## config.mk

```make
export PLATFORM = sky130hd
export DESIGN_NAME = okm_front
export DESIGN_NICKNAME = d
export VERILOG_FILES = /design/src/hw/rtl/okm_pkg.sv /design/src/hw/rtl/okm_front.sv
export SDC_FILE = /design/constraint.sdc
export NUM_CORES = 1
export LEC_CHECK = 0
export ABC_AREA = 0
export ABC_CLOCK_PERIOD_IN_PS = 11000
export BUFFER_PORTS_ARGS = -buffer_cell sky130_fd_sc_hd__buf_2
export CELL_PAD_IN_SITES_DETAIL_PLACEMENT = 0
export CELL_PAD_IN_SITES_GLOBAL_PLACEMENT = 1
export CORE_MARGIN = 4
export CORE_UTILIZATION = 44
export DETAILED_ROUTE_END_ITERATION = 8
export PLACE_DENSITY_LB_ADDON = 0.1
export REMOVE_ABC_BUFFERS = 1
export SLEW_MARGIN = 15
export SYNTH_ARGS = -nofsm -noshare
export SYNTH_HDL_FRONTEND = slang
export SYNTH_SLANG_ARGS = --single-unit
```

## constraint.sdc

```tcl
create_clock -name clock -period 11 [get_ports clock]
set_input_delay 1.1 -clock clock [delete_from_list [all_inputs] [get_ports clock]]
set_output_delay 1.1 -clock clock [all_outputs]
set_load 0.05 [all_outputs]
```

## src/hw/rtl/okm_pkg.sv

```systemverilog
`default_nettype none
package okm_pkg;
   localparam int CAPACITY   = 256;
   localparam int SLOT_BITS  = $clog2(CAPACITY);
   localparam int COUNT_BITS = $clog2(CAPACITY + 1);
   localparam int KEY_W      = 64;
   localparam int VAL_W      = 32;
   localparam int KB_W       = 7;
   localparam int QDEPTH     = 2;

   typedef enum logic [2:0] {
      ACT_FIND    = 3'd0,
      ACT_CLOSEST = 3'd1,
      ACT_INSERT  = 3'd2,
      ACT_UPDATE  = 3'd3,
      ACT_UPSERT  = 3'd4,
      ACT_DELETE  = 3'd5,
      ACT_BAD6    = 3'd6,
      ACT_BAD7    = 3'd7
   } action_type;

   localparam logic [1:0] ST_OK     = 2'd0;
   localparam logic [1:0] ST_ABSENT = 2'd1;
   localparam logic [1:0] ST_FULL   = 2'd2;

   typedef struct packed {
      action_type       action;
      logic [KEY_W-1:0] key;
      logic [KEY_W-1:0] lower_key;
      logic [VAL_W-1:0] value;
   } cmd_type;

   typedef struct packed {
      logic             found;
      logic [KEY_W-1:0] key_out;
      logic [VAL_W-1:0] value_out;
      logic [1:0]       status;
      logic [COUNT_BITS-1:0] entry_count;
   } rsp_type;

   typedef enum logic [2:0] {
      BK_IDLE, BK_READ, BK_SCAN, BK_FETCH, BK_WAIT, BK_WRITE, BK_DONE
   } back_state_type;

   function automatic logic [KEY_W-1:0] key_mask(input logic [KB_W-1:0] kb);
      logic [KEY_W-1:0] m;
      m = '1;
      if (kb == '0) m = {{(KEY_W-1){1'b0}}, 1'b1};
      else if (kb < KB_W'(KEY_W)) m = ~({KEY_W{1'b1}} << kb);
      return m;
   endfunction
endpackage
`default_nettype wire

```

## src/hw/rtl/okm_front.sv

```systemverilog
`default_nettype none
module okm_front (
   input  wire logic                     clock,
   input  wire logic                     reset,
   input  wire logic [okm_pkg::KB_W-1:0] key_bits,
   input  wire logic                     in_valid,
   output logic                          in_ready,
   input  wire logic [2:0]               in_action,
   input  wire logic [63:0]              in_key,
   input  wire logic [63:0]              in_lower,
   input  wire logic [31:0]              in_value,
   output logic                          q_valid,
   input  wire logic                     q_ready,
   output okm_pkg::cmd_type              q_cmd
);
   import okm_pkg::*;
   localparam int PW = $clog2(QDEPTH);
   cmd_type           mem_ff [QDEPTH];
   logic [PW-1:0]     wp_ff, rp_ff;
   logic [PW:0]       cnt_ff;
   logic [KEY_W-1:0]  mask;
   cmd_type           cmd;
   logic              push, pop;

   assign mask = key_mask(key_bits);
   always_comb begin
      cmd.action    = action_type'(in_action);
      cmd.key       = in_key & mask;
      cmd.lower_key = in_lower & mask;
      cmd.value     = in_value;
   end
   assign in_ready = cnt_ff != (PW+1)'(QDEPTH);
   assign q_valid  = cnt_ff != '0;
   assign q_cmd    = mem_ff[rp_ff];
   assign push = in_valid && in_ready;
   assign pop  = q_valid && q_ready;

   always_ff @(posedge clock) begin
      if (push) mem_ff[wp_ff] <= cmd;
      if (reset) begin
         wp_ff <= '0; rp_ff <= '0; cnt_ff <= '0;
      end else begin
         if (push) wp_ff <= wp_ff + 1'b1;
         if (pop) rp_ff <= rp_ff + 1'b1;
         cnt_ff <= cnt_ff + (PW+1)'(push) - (PW+1)'(pop);
      end
   end

   a_cnt: assert property (@(posedge clock) disable iff (reset)
      cnt_ff <= (PW+1)'(QDEPTH)) else $error("queue overflow");
   a_push: assert property (@(posedge clock) disable iff (reset)
      push && !pop |=> cnt_ff == $past(cnt_ff) + 1'b1) else $error("push lost");
   a_pop: assert property (@(posedge clock) disable iff (reset)
      pop && !push |=> cnt_ff == $past(cnt_ff) - 1'b1) else $error("pop lost");
endmodule
`default_nettype wire

```

# Word level (Yosys, flattened, before mapping)
# Memories as Yosys holds them, arrays and structs flattened. A register that Yosys moved wholly into a read port is not among the register bits.
# Cells that the tools add are included.
# totals
reg_bits	4
ramBits	326
word_cells	24
n_memories	1
# classes
addsub	4
order_cmp	1
eq_ne	1
n_shift	1
n_mux	6
bitwise	3
n_reduce_logical	4
# mem_list
memory	words	word_bits	read_ports	rd_clocked_by_memory_dff	write_ports	line	source
mem_ff	2	163	1	1	1	okm_front.sv:18	cmd_type mem_ff [QDEPTH];
# op_table
cell	count
64-bit AND	2
64-bit two-way mux	2
64-bit NOT	1
64-bit by 7-bit left shift with 64-bit output, first input constant	1
7-bit zero test	1
7-bit < comparator, second input constant	1
1-bit two-way mux	4
1-bit adder, second input constant	2
2-bit by 1-bit adder with 2-bit output	1
1-bit logical AND	2
2-bit != test, second input constant	1
2-bit nonzero test	1
2-bit by 1-bit subtractor with 2-bit output	1

# Depth between registers and ports, before layout
# Gate-level depths: netlist of run 1.
# depth
ltp_word	5
depth_mapped	8
ltp_nobuf	8

# Worst setup path before layout of run 1
# OpenSTA, ideal clock, no wires.
# synth_path
kind	input to register
start	input port in_valid
end	memory mem_ff[0][0] (netlist name), enable pin
arrival_ps	7972
required_time_ps	10311
slack_ps	2340
path_stages	2
path_cell_list	nand2_1 > nor2_1
# synth_between
elab_chain_cells	3
# synth_rtl
item	line	source
start: declaration	okm_front.sv:6	input wire logic in_valid,
1-bit logical AND	okm_front.sv:35	assign push = in_valid && in_ready;
1-bit two-way mux	okm_front.sv:39	if (push) mem_ff[wp_ff] <= cmd;
1-bit two-way mux (implied by the code)	okm_front.sv:39	
end: declaration	okm_front.sv:18	
# Every way passes these cells.

==> results of run 1 <==
[report_power, final]
group,leakage [nW],total [mW],switching (mW),internal [mW]
Combinational,2.58,1.67,1.23,0.437
Clock,0.512,1.07,0.451,0.614
Sequential,3.12,1.70,0.0591,1.64
[critical path, delay by kind of cell, from the launching register on]
| family | cells | cell delay, ps |
|---|---|---|
| buffers and inverters | 3 | 1870 |
| DFF | 1 | 560 |
| muxes | 1 | 430 |
[through the flow]
stage | hold WS [ps] | std cells | utilization
final | 524 | 1546 | 0.553
after detailed placement | 509 | 1473 | 0.518
after CTS | 533 | 1537 | 0.553
after global placement | 500 | 1473 | 0.518
after floorplan | 481 | 739 | -
after global routing | 570 | 1543 | 0.553
[metal layers]
layer  global-route usage  vias up  share of wire
met5                    0        -         0.0019
met4               0.0489       12          0.025
met3               0.0664       57          0.094
met2                0.298      289           0.47
li1                     -     3666              -
met1                0.239     3775           0.41
[how the worst min path moves through the flow]
stage               depth (start not counted)        end
detailed placement                          2      rp_ff
finish                                      2      rp_ff
floorplan                                   2   register
global placement                            2      rp_ff
global route                                2  cnt_ff[1]
CTS                                         2      rp_ff
[state kept, by name (all words and copies together), names as in the netlist, named ones only]
signal,count
rp_ff,1
cnt_ff,2
mem_ff,326
wp_ff,1
[area by class of cell]
class                      count  share of cell area
clock buffer                  44              0.0576
multi-input combinational    406               0.202
sequential                   331               0.598
inverter                       2            0.000454
clock inverter                20             0.00560
antenna                        9             0.00136
tap                          390              0.0295
timing repair buffer         344               0.105
[logic make-up (layout without fill, tap and decap cells)]
group / count (synthesis) / in the layout / share of synthesized area
buffers and inverters: 40 / 410 / 0.0171
adders and majority gates: 2 / 2 / 0.00186
muxes: 164 / 164 / 0.137
and+or+nand+nor: 177 / 177 / 0.0785
AOI/OAI and AO/OA: 61 / 61 / 0.0283
other: 0 / 9 / 0
DFF: 331 / 331 / 0.736
xor gates and xnor gates: 2 / 2 / 0.00130
[Yosys cell counts (2+ instances only)]
| master | n | area share |
|---|---|---|
| edfxtp_1 | 326 | 0.73 |
| mux2_2 | 164 | 0.14 |
| and2_1 | 52 | 0.024 |
| nor2b_1 | 44 | 0.020 |
| and3_1 | 22 | 0.010 |
| buf_2 | 22 | 0.0082 |
| nand2_1 | 21 | 0.0059 |
| o21ai_0 | 17 | 0.0063 |
| a21oi_1 | 15 | 0.0056 |
| a21boi_0 | 11 | 0.0061 |
| nor2_1 | 11 | 0.0031 |
| buf_4 | 10 | 0.0056 |
| nand3_1 | 8 | 0.0030 |
| dfxtp_1 | 5 | 0.0074 |
| o21ai_1 | 5 | 0.0019 |
| a21o_1 | 4 | 0.0022 |
| clkbuf_1 | 4 | 0.0011 |
| o21a_1 | 3 | 0.0017 |
| a31oi_1 | 2 | 0.00093 |
| buf_6 | 2 | 0.0017 |
| ha_1 | 2 | 0.0019 |
| inv_1 | 2 | 0.00056 |
| nand2b_1 | 2 | 0.00093 |
| nor2_2 | 2 | 0.00093 |
| nor3_2 | 2 | 0.0015 |
| or2_1 | 2 | 0.00093 |
| or2_2 | 2 | 0.00093 |
| or3_1 | 2 | 0.00093 |
==> metrics.cfg, run 1 <==
[drt]
post_drt_wl_per_cell_um = 20.8
via_per_inst = 5.04
vias = 7799
drt_iter0_drc = 482
totalWireLength_um = 32100
detail-route-antenna-nets = 0
post-route-drc-count = 0
drt-pass1-iter-count = 6

[placement]
finalWeightedCongestion = 0.764
io_buffer_count = 338
dpl_cell_area_mm2 = 0.0155
hpwl_um = 21600
place_ws_ps = 6910

[setup_path]
cpPeakStageDelay_ps = 950
endpoint = q_cmd[130]
crit_fanout = 83
critPathLaunchType = register
crit_arrival_ps = 3420
required_ps = 9900
cp-end-kind = output pin
regToRegSetupSlack_ps = 8180
crit_top_cell = buf_4
crit_chain = buf_4 -> buf_4 -> mux2_2 -> buf_2
crit_type = register to output pin
worstReg2RegEnd = mem_ff[0][5]
crit_slowest_cell = buf_4
r2r_cells = 4
r2r_start = cnt_ff[0]

[floorplanning]
io-pin-count = 339
die-area_mm2 = 0.0334
chipHeight_um = 183
die_width_um = 183
rows = 63
core_mm2 = 0.0299
initial_core_util = 0.450

[timing]
relSlewSlack = 0.286
worst_slack_ps = 6480
fmax_mhz = 221
drv_slew = 0
setup_viol = 0
finClkSkew_ps = 13.3
min_period_ps = 4520
setup_tns_ps = 0
hold_viol = 0
rsz0062_at_grt = false
period_share = 0.411
worstMarginPinSlew_ps = 1070

[logic_synthesis]
synthFlopType = edfxtp_1
synth.distinct_cells = 41
avgSynthCellArea_um2 = 17.3
yosys_warnings = 0
synth_edf_count = 326
yosysSeqAreaShare = 0.736
async_flop_share = 0
ys_ff_latch = 331
netlist_area_mm2 = 0.0134
synthCells = 777

[final_layout]
multi_input_area_mm2 = 0.00334
final_common_cell = buf_2
syn_to_final_growth_pct = 22.9
mostFrequentLayoutCells = buf_2 (338), edfxtp_1 (326), mux2_2 (164)
regArea_mm2 = 0.00989
layout.nets = 1298
drive_above_1_share = 0.496
finalInstanceArea_mm2 = 0.0165
fillCellCount = 2511

[grt]
grt_remaining_overflow = 0
antenna_found_initial = 12
grtUsageTotal = 0.184
grt_pass1_wl_um = 47100
grt_max_degree = 84
grt_pass1_vias = 7982

[cts]
cts_resized = 0
path_clk_slew_ps = 60
htreeDepth = 2
insertion_delay_ps = 500
cts_max_path_buffers = 3
clockRootBuffer = clkbuf_16
cts_tree = yes
cts_buffers = 37
cts_hold_buf = 0
post-cts-setup-buffer-count = 0
cts_sinks = 331

[pwr]
powerDensity_mw_per_mm2 = 268
power_mw = 4.43
leakage_nw = 6.22
ir_drop_uv = 150

[run_status]
status = finished clean

[run]
cap_violations = 0

[worst_hold_path]
hold_start = rp_ff
hold_path.class = register to register

No activity file was read; power rests on OpenSTA's default activity.
==> inputs of run 2 (changes only) <==
--- a/config.mk
+++ b/config.mk
@@ -5,13 +5,13 @@
 export SDC_FILE = /design/constraint.sdc
 export NUM_CORES = 1
 export LEC_CHECK = 0
-export ABC_AREA = 0
-export ABC_CLOCK_PERIOD_IN_PS = 11000
+export ABC_AREA = 1
+export ABC_CLOCK_PERIOD_IN_PS = 3600
 export BUFFER_PORTS_ARGS = -buffer_cell sky130_fd_sc_hd__buf_2
 export CELL_PAD_IN_SITES_DETAIL_PLACEMENT = 0
 export CELL_PAD_IN_SITES_GLOBAL_PLACEMENT = 1
 export CORE_MARGIN = 4
-export CORE_UTILIZATION = 44
+export CORE_UTILIZATION = 39
 export DETAILED_ROUTE_END_ITERATION = 8
 export PLACE_DENSITY_LB_ADDON = 0.1
 export REMOVE_ABC_BUFFERS = 1
==> constraint.sdc (replaced) <==
create_clock -name clock -period 3.6 [get_ports clock]
set_input_delay 0.36 -clock clock [delete_from_list [all_inputs] [get_ports clock]]
set_output_delay 0.36 -clock clock [all_outputs]
set_load 0.05 [all_outputs]
==> metrics.cfg, run 2 <==
[run_status]
status = finished clean  ; unchanged

[drt]
detail-route-antenna-nets = 0  ; unchanged
drt_iter0_drc = 284  ; was 482
via_per_inst = 4.70  ; was 5.04
post_drt_wl_per_cell_um = 19.2  ; was 20.8 µm
vias = 8139  ; was 7799
totalWireLength_um = 33300  ; was 32100 µm
drt-pass1-iter-count = 5  ; was 6
post-route-drc-count = 0  ; unchanged

[cts]
clockRootBuffer = clkbuf_16  ; unchanged
cts_buffers = 37  ; unchanged
path_clk_slew_ps = 50  ; was 60 ps
cts_tree = yes  ; unchanged
cts_hold_buf = 0  ; unchanged
htreeDepth = 2  ; unchanged
post-cts-setup-buffer-count = 0  ; unchanged
cts_sinks = 331  ; unchanged
cts_max_path_buffers = 3  ; unchanged
cts_resized = 0  ; unchanged
insertion_delay_ps = 500  ; about the same

[timing]
whs_ps = 28.3  ; was 524 ps
finClkSkew_ps = 11.6  ; was 13.3 ps
min_period_ps = 2660
fmax_mhz = 376
period_share = 0.738
relSlewSlack = 0.526  ; was 0.286
drv_slew = 0  ; unchanged
hold_viol = 0  ; unchanged
rsz0062_at_grt = false  ; unchanged
worstMarginPinSlew_ps = 709  ; was 1070 ps
setup_viol = 0  ; unchanged

[setup_path]
critPathLaunchType = register  ; unchanged
crit_fanout = 45  ; was 83
crit_chain = buf_4 -> mux2_2 -> buf_2  ; was buf_4 -> buf_4 -> mux2_2 -> buf_2
cpPeakStageDelay_ps = 790  ; was 950 ps
r2r_start = cnt_ff[0]  ; unchanged
cp_num_buf_inv = 2  ; was 3
crit_type = register to output pin  ; unchanged
required_ps = 3240  ; was 9900 ps
crit_slowest_cell = dfxtp_4  ; was buf_4
crit_arrival_ps = 2300  ; was 3420 ps
cp-end-kind = output pin  ; unchanged
cpLargestDelayFamily = flip-flops  ; was buffers and inverters

[logic_synthesis]
synth_common_cells = edfxtp_1 (326), mux2_2 (163), inv_1 (127), nor2_1 (122), nand2_1 (55)  ; was edfxtp_1 (326), mux2_2 (164), and2_1 (52), nor2b_1 (44)
synth_top_area_share = 0.728  ; about the same
synthCells = 895  ; was 777
netlist_area_mm2 = 0.0135  ; was 0.0134 mm²
async_flop_share = 0  ; unchanged
yosys.area.top_type = edfxtp_1  ; unchanged
yosys-top-cells-area = edfxtp_1 (73%), mux2_2 (14%), inv_1 (3.5%)  ; was edfxtp_1 (73%), mux2_2 (14%), and2_1 (2.4%)
synth_edf_count = 326  ; unchanged
yosys_warnings = 0  ; unchanged
yosysSeqAreaShare = 0.735  ; was 0.736
synth.distinct_cells = 20  ; was 41
yosysMostFrequentCell = edfxtp_1  ; unchanged
avgSynthCellArea_um2 = 15.0  ; was 17.3 µm²
synthFlopType = edfxtp_1  ; unchanged
ys_ff_latch = 331  ; unchanged

[grt]
grt_pass1_wl_um = 50300  ; was 47100 µm
use_met1 = 0.229  ; was 0.239
grt_remaining_overflow = 0  ; unchanged
busiest_layer = met2  ; unchanged
antenna_found_initial = 9  ; was 12
grt_pass1_vias = 8533  ; was 7982
grtUsageTotal = 0.171  ; was 0.184
grt_max_degree = 76  ; was 84
grt_use_met3 = 0.0540  ; was 0.0664
use_met2 = 0.274  ; was 0.298

[final_layout]
final_common_cell = buf_2  ; unchanged
drive_above_1_share = 0.441  ; was 0.496
layout.nets = 1435  ; was 1298
regMostFlops = mem_ff  ; unchanged
mostFrequentLayoutCells = buf_2 (338), edfxtp_1 (326), mux2_2 (163)  ; was buf_2 (338), edfxtp_1 (326), mux2_2 (164)
reg_top3 = mem_ff x326, cnt_ff x2  ; unchanged
largest_reg_flops = 326  ; unchanged
syn_to_final_growth_pct = 24.9  ; was 22.9%

[floorplanning]
io-pin-count = 339  ; unchanged
core_mm2 = 0.0338  ; was 0.0299 mm²
initial_core_util = 0.398  ; was 0.450
chipHeight_um = 194  ; was 183 µm
rows = 67  ; was 63
die_width_um = 194  ; was 183 µm
die-area_mm2 = 0.0375  ; was 0.0334 mm²

[pwr]
leakage_nw = 6.92  ; was 6.22 nW
powerDensity_mw_per_mm2 = 768  ; was 268 mW/mm²
ir_drop_uv = 411  ; was 150 µV
power_mw = 12.9  ; was 4.43 mW

[placement]
io_buffer_count = 338  ; unchanged
finalWeightedCongestion = 0.781  ; was 0.764
hpwl_um = 23900  ; was 21600 µm

[worst_hold_path]
hold_path.class = input pin to register  ; was register to register
hold_start = reset  ; was rp_ff

[run]
cap_violations = 0  ; unchanged

-- run 2: cell types whose count changed after synthesis, moves of 7 or more --
cell      change
nand2_1      +34
nor2b_1      -44
buf_2         -7
inv_1       +125
a21oi_1      -11
o21ai_0      +12
a21boi_0      +7
and3_1       -22
and2_1       -52
nor2_1      +111
-- run 2: cell families after synthesis --
family,after synthesis,share of synthesized area
flops,331,0.735
simple gates,191,0.0560
mux,163,0.136
buf+inv,155,0.0471
compound gates,52,0.0229
fa+ha+maj,2,0.00186
xor+xnor,1,0.000651
-- run 2: layout make-up --
| cell class | count | area [µm²] |
|---|---|---|
| repair buffers | 351 | 1860 |
| flip-flops and latches | 331 | 9890 |
| clock inverters | 20 | 109 |
| well taps | 448 | 561 |
| multi-input cells | 409 | 2940 |
| fillers | 3057 | 17000 |
| diodes | 3 | 7.51 |
| inverters | 129 | 489 |
| clock buffers | 42 | 945 |
-- run 2: layer usage --
metal  vias to the layer above  wire length [µm]  part of all wire
met1                      3916             14500              0.43
met5                         -                80            0.0024
met2                       269             15400              0.46
met3                        57              2670             0.080
li1                       3883                 -                 -
met4                        14               699             0.021
-- run 2: report_power, final --
| group | total [mW] | switching [mW] | internal (mW) |
|---|---|---|---|
| clock | 3.30 | 1.37 | 1.93 |
| combinational | 4.46 | 3.28 | 1.18 |
| sequential | 5.14 | 0.188 | 4.95 |
-- run 2: path summary, 6_finish.rpt --
check / end / slack [ps] / cells past startpoint
worst max-delay path: q_cmd[24] / 940 / 3
worst min-delay path: cnt_ff[0] / 30 / 2
worst max register to register: mem_ff[1][11] / 1570 / 7
worst min register to register: register / 510 / 2
-- run 2: per-stage QoR --
step	instances	utilization	TNS [ps]	instance area, µm²	worst slack (ps)
floorplan	869	-	-1198150	13300	-4790
global placement	1668	0.466	0	15700	1430
detailed placement	1668	0.466	0	15700	1400
CTS	1730	0.497	0	16800	876
global route	1732	0.497	0	16800	822
finish	1733	0.497	0	16800	941
